==> src/hw/rtl/ism_ram.sv <==
module ism_ram #(
  parameter int unsigned Width = 64,
  parameter int unsigned Depth = 64,
  localparam int unsigned AddrW = (Depth > 1) ? $clog2(Depth) : 1
) (
  input  logic             clk_i,
  input  logic             we_i,
  input  logic [AddrW-1:0] waddr_i,
  input  logic [Width-1:0] wdata_i,
  input  logic             re_i,
  input  logic [AddrW-1:0] raddr_i,
  output logic [Width-1:0] rdata_o
);

  logic [Width-1:0] mem_q [Depth];
  logic [Width-1:0] rdata_q;

  always_ff @(posedge clk_i) begin
    if (we_i) begin
      mem_q[waddr_i] <= wdata_i;
    end
    if (re_i) begin
      rdata_q <= mem_q[raddr_i];
    end
  end

  assign rdata_o = rdata_q;

endmodule

==> config.mk <==
export PLATFORM = sky130hd
export DESIGN_NAME = ism_ram
export DESIGN_NICKNAME = d
export VERILOG_FILES = /design/src/hw/rtl/ism_ram.sv
export SDC_FILE = /design/constraint.sdc
export NUM_CORES = 2
export LEC_CHECK = 0
export BUFFER_PORTS_ARGS = -buffer_cell sky130_fd_sc_hd__buf_2
export CAP_MARGIN = 20
export CORE_MARGIN = 1
export CORE_UTILIZATION = 63
export DETAILED_ROUTE_END_ITERATION = 16
export PLACE_DENSITY = 0.82
export SKIP_CTS_REPAIR_TIMING = 1
export SLEW_MARGIN = 20
export SYNTH_ARGS = -nofsm -noshare
export SYNTH_HDL_FRONTEND = slang
export SYNTH_SLANG_ARGS = --single-unit
==> constraint.sdc <==
create_clock -name clk_i -period 7.9 [get_ports clk_i]
set_clock_uncertainty 0.05 [all_clocks]
set_input_delay 1.58 -clock clk_i [delete_from_list [all_inputs] [get_ports clk_i]]
set_output_delay 1.58 -clock clk_i [all_outputs]
set_load 0.01 [all_outputs]
==> results.yml <==
critical_path:
  cp.required_ns: 8.56
  path_cells: "buf_2, buf_4, nor2b_4, buf_12, buf_4, a22o_1, nor2_1, a211oi_1"
  critPathMaxFanout: 87
  arrival_ns: 5.04
  endpoint_kind: "flip-flop"
  crit_top_cell: "buf_4"
  slowest_stage: "buf_4"
  crit_type: "primary input to flip-flop"
  critPathLaunchType: "primary input"
  max_stage_delay_ns: 0.85
cts:
  htree_num_levels: 5
  clk_latency_ns: 1.03
  clockBufferDepth: 4
  cts_buffers: 402
  clk_pin_slew_ns: 0.07
  clock-root-buffer: "clkbuf_16"
  cts_tree: "built"
  cts_sinks: 4160
sta:
  slew_headroom_pct: 15.04
  drv_slew: 0
  fin_crit_sh_pct: 55.44
  whs_ns: 0.9225
  finalSetupViolCount: 0
  rsz0062_at_grt: "no"
  hold_viol: 0
  max_freq_ghz: 0.2283
  worst_slew_pin_slew_ns: 1.274
  setup_tns_ns: 0
  post-route-min-period_ns: 4.380
synthesis:
  netlist_area_sq_um: 157000
  yosys_most_used_dff: "edfxtp_1"
  synth_fa_ha_area_share_pct: 0
  async_flop_share_pct: 0
  synth-compound-area-share_pct: 2.467
  synth_top_area_cell: "edfxtp_1"
  synthSimpleGateAreaFrac_pct: 1.235
  syn_avg_cell_area_sq_um: 23.79
  synth_xor_area_share_pct: 0
  ys_seq_area_share_pct: 79.57
  ys_types: 32
  yosysWarnings: 0
  ys_ff_latch: 4160
  muxShareOfSynthArea_pct: 15.55
  synth_top_family_by_area: "multiplexers"
  synth_edf_count: 4160
  synth.top_cells.by_area: "edfxtp_1 80%, mux4_2 15%, mux2i_1 0.86%"
  syn_inst: 6598
  synth_top_area_share_pct: 79.57
  synth_nets: 6677
floorplan:
  io_pins: 143
  die_width_um: 501.2
  core_sq_um: 246800
  die_area_sq_um: 251200
  die_height_um: 501.2
  core.rowCount: 182
  floorplan.initialDensity_pct: 63.60
place:
  io_buffer_count: 142
  dp_hpwl_mm: 225.5
  gp_congestion: 0.8338
power_and_ir_drop:
  pwr-share-comb_pct: 4.7
  finalPower_mw: 46.12
  power.density_nw_per_um2: 262.7
  power_frac_seq_pct: 53.4
  ir_drop_mv: 0.2867
  p_int_mw: 35.99
  leakagePower_nw: 54.68
  switching_share_pct: 21.97
  p_clk_share_pct: 41.9
  p_sw_mw: 10.13
drt:
  routed_wirelength_mm: 487.3
  drc: 0
  wl_per_cell_um: 45.82
  vias: 82720
  viasPerCell: 7.778
  first_iter_violations: 15340
  drt_first_pass_iters: 6
  ant_nets: 0
finish:
  layout_commonest_cell: "edfxtp_1"
  layout.nets: 7052
  drive_gt1_share_pct: 28.15
  areaGrowthSynthToFinish_pct: 11.85
  layout_common_cells: "4160 x edfxtp_1, 1024 x mux4_2, 404 x clkbuf_16"
global_routing:
  track_usage_pct: 39.31
  grt_start_max_net_pins: 126
  antenna_found_initial: 44
  grt_pass1_wl_mm: 668.5
  grt_overflow: 0
  grt_pass1_vias: 84660
outcome:
  status: "completed"
job:
  cap_violations: 0
worst_hold_path:
  holdCritPathClass: "flip-flop to flip-flop"
-- area by class of cell --
type,instances,area [sq um]
Antenna cell,38,95.09
Clock buffer,460,10320
Clock inverter,256,2454
Fill cell,12480,71260
Inverter,19,71.32
Multi-Input combinational cell,2049,30770
Sequential cell,4160,124900
Tap cell,3312,4144
Timing Repair Buffer,341,2813
-- sequential cells by signal (all words and copies together), names as in the netlist --
register	flops
mem_q	4096
rdata_o	64
-- per-stage QoR --
step | utilization [%] | instance area [sq um] | worst slack (ns) | cells
floorplan | - | 157000 | 0.8340 | 6598
finish | 71.13 | 175600 | 3.520 | 10640
global placement | 65.82 | 162500 | 2.891 | 9872
CTS | 71.04 | 175400 | 3.831 | 10590
global route | 71.10 | 175500 | 3.587 | 10610
detailed placement | 65.87 | 162600 | 2.909 | 9877
-- power by group through the flow --
stage                     clock [mW]  sequential [mW]  combinational (mW)
after floorplan                    0             25.0                1.14
after global placement             0             25.0                1.94
after detailed placement           0             25.1                2.01
after CTS                       19.3             24.6                2.11
after global routing            20.0             24.6                2.20
final                           19.3             24.6                2.17
-- worst max-delay path: cells and delay by family --
kind | cells | cell delay, ns
buf+inv | 4 | 1.91
compound gates | 2 | 0.99
simple gates | 2 | 0.35
-- layer usage --
metal  up-vias  GRT usage [%]  routed length [um]
met5         -              0                 110
met4        18          29.89               46320
met3      2387          10.66               73490
met2      9489          60.64              226900
met1     41540          47.92              140500
li1      29290              -                   -
-- kinds of logic after synthesis --
family	Yosys count
AND/OR/NAND/NOR	386
multiplexers	1159
buffers and inverters	389
flip-flops	4160
AO/OA/AOI/OAI	504
-- worst paths after layout --
check | slack [ns] | endpoint | start | cells past startpoint
worst max-delay path | 3.52 | rdata_o[31] | raddr_i[3] | 8
worst min-delay path | 0.92 | rdata_o[63] | mem_q[54][63] | 4
worst max register to register | 5.38 | rdata_o[33] | mem_q[63][33] | 5
worst min register to register | 0.92 | rdata_o[63] | mem_q[54][63] | 4
-- cell usage after synthesis, types with 34 or more instances --
cell,count
and3_1,64
a211oi_1,63
a22oi_1,168
nor2_1,112
clkbuf_1,140
nand2_1,58
buf_2,170
mux2i_1,135
nand3_1,45
buf_4,34
a22o_1,88
o221ai_1,38
o22ai_1,83
edfxtp_1,4160
mux4_2,1024
Power figures use the tool's default switching activity.
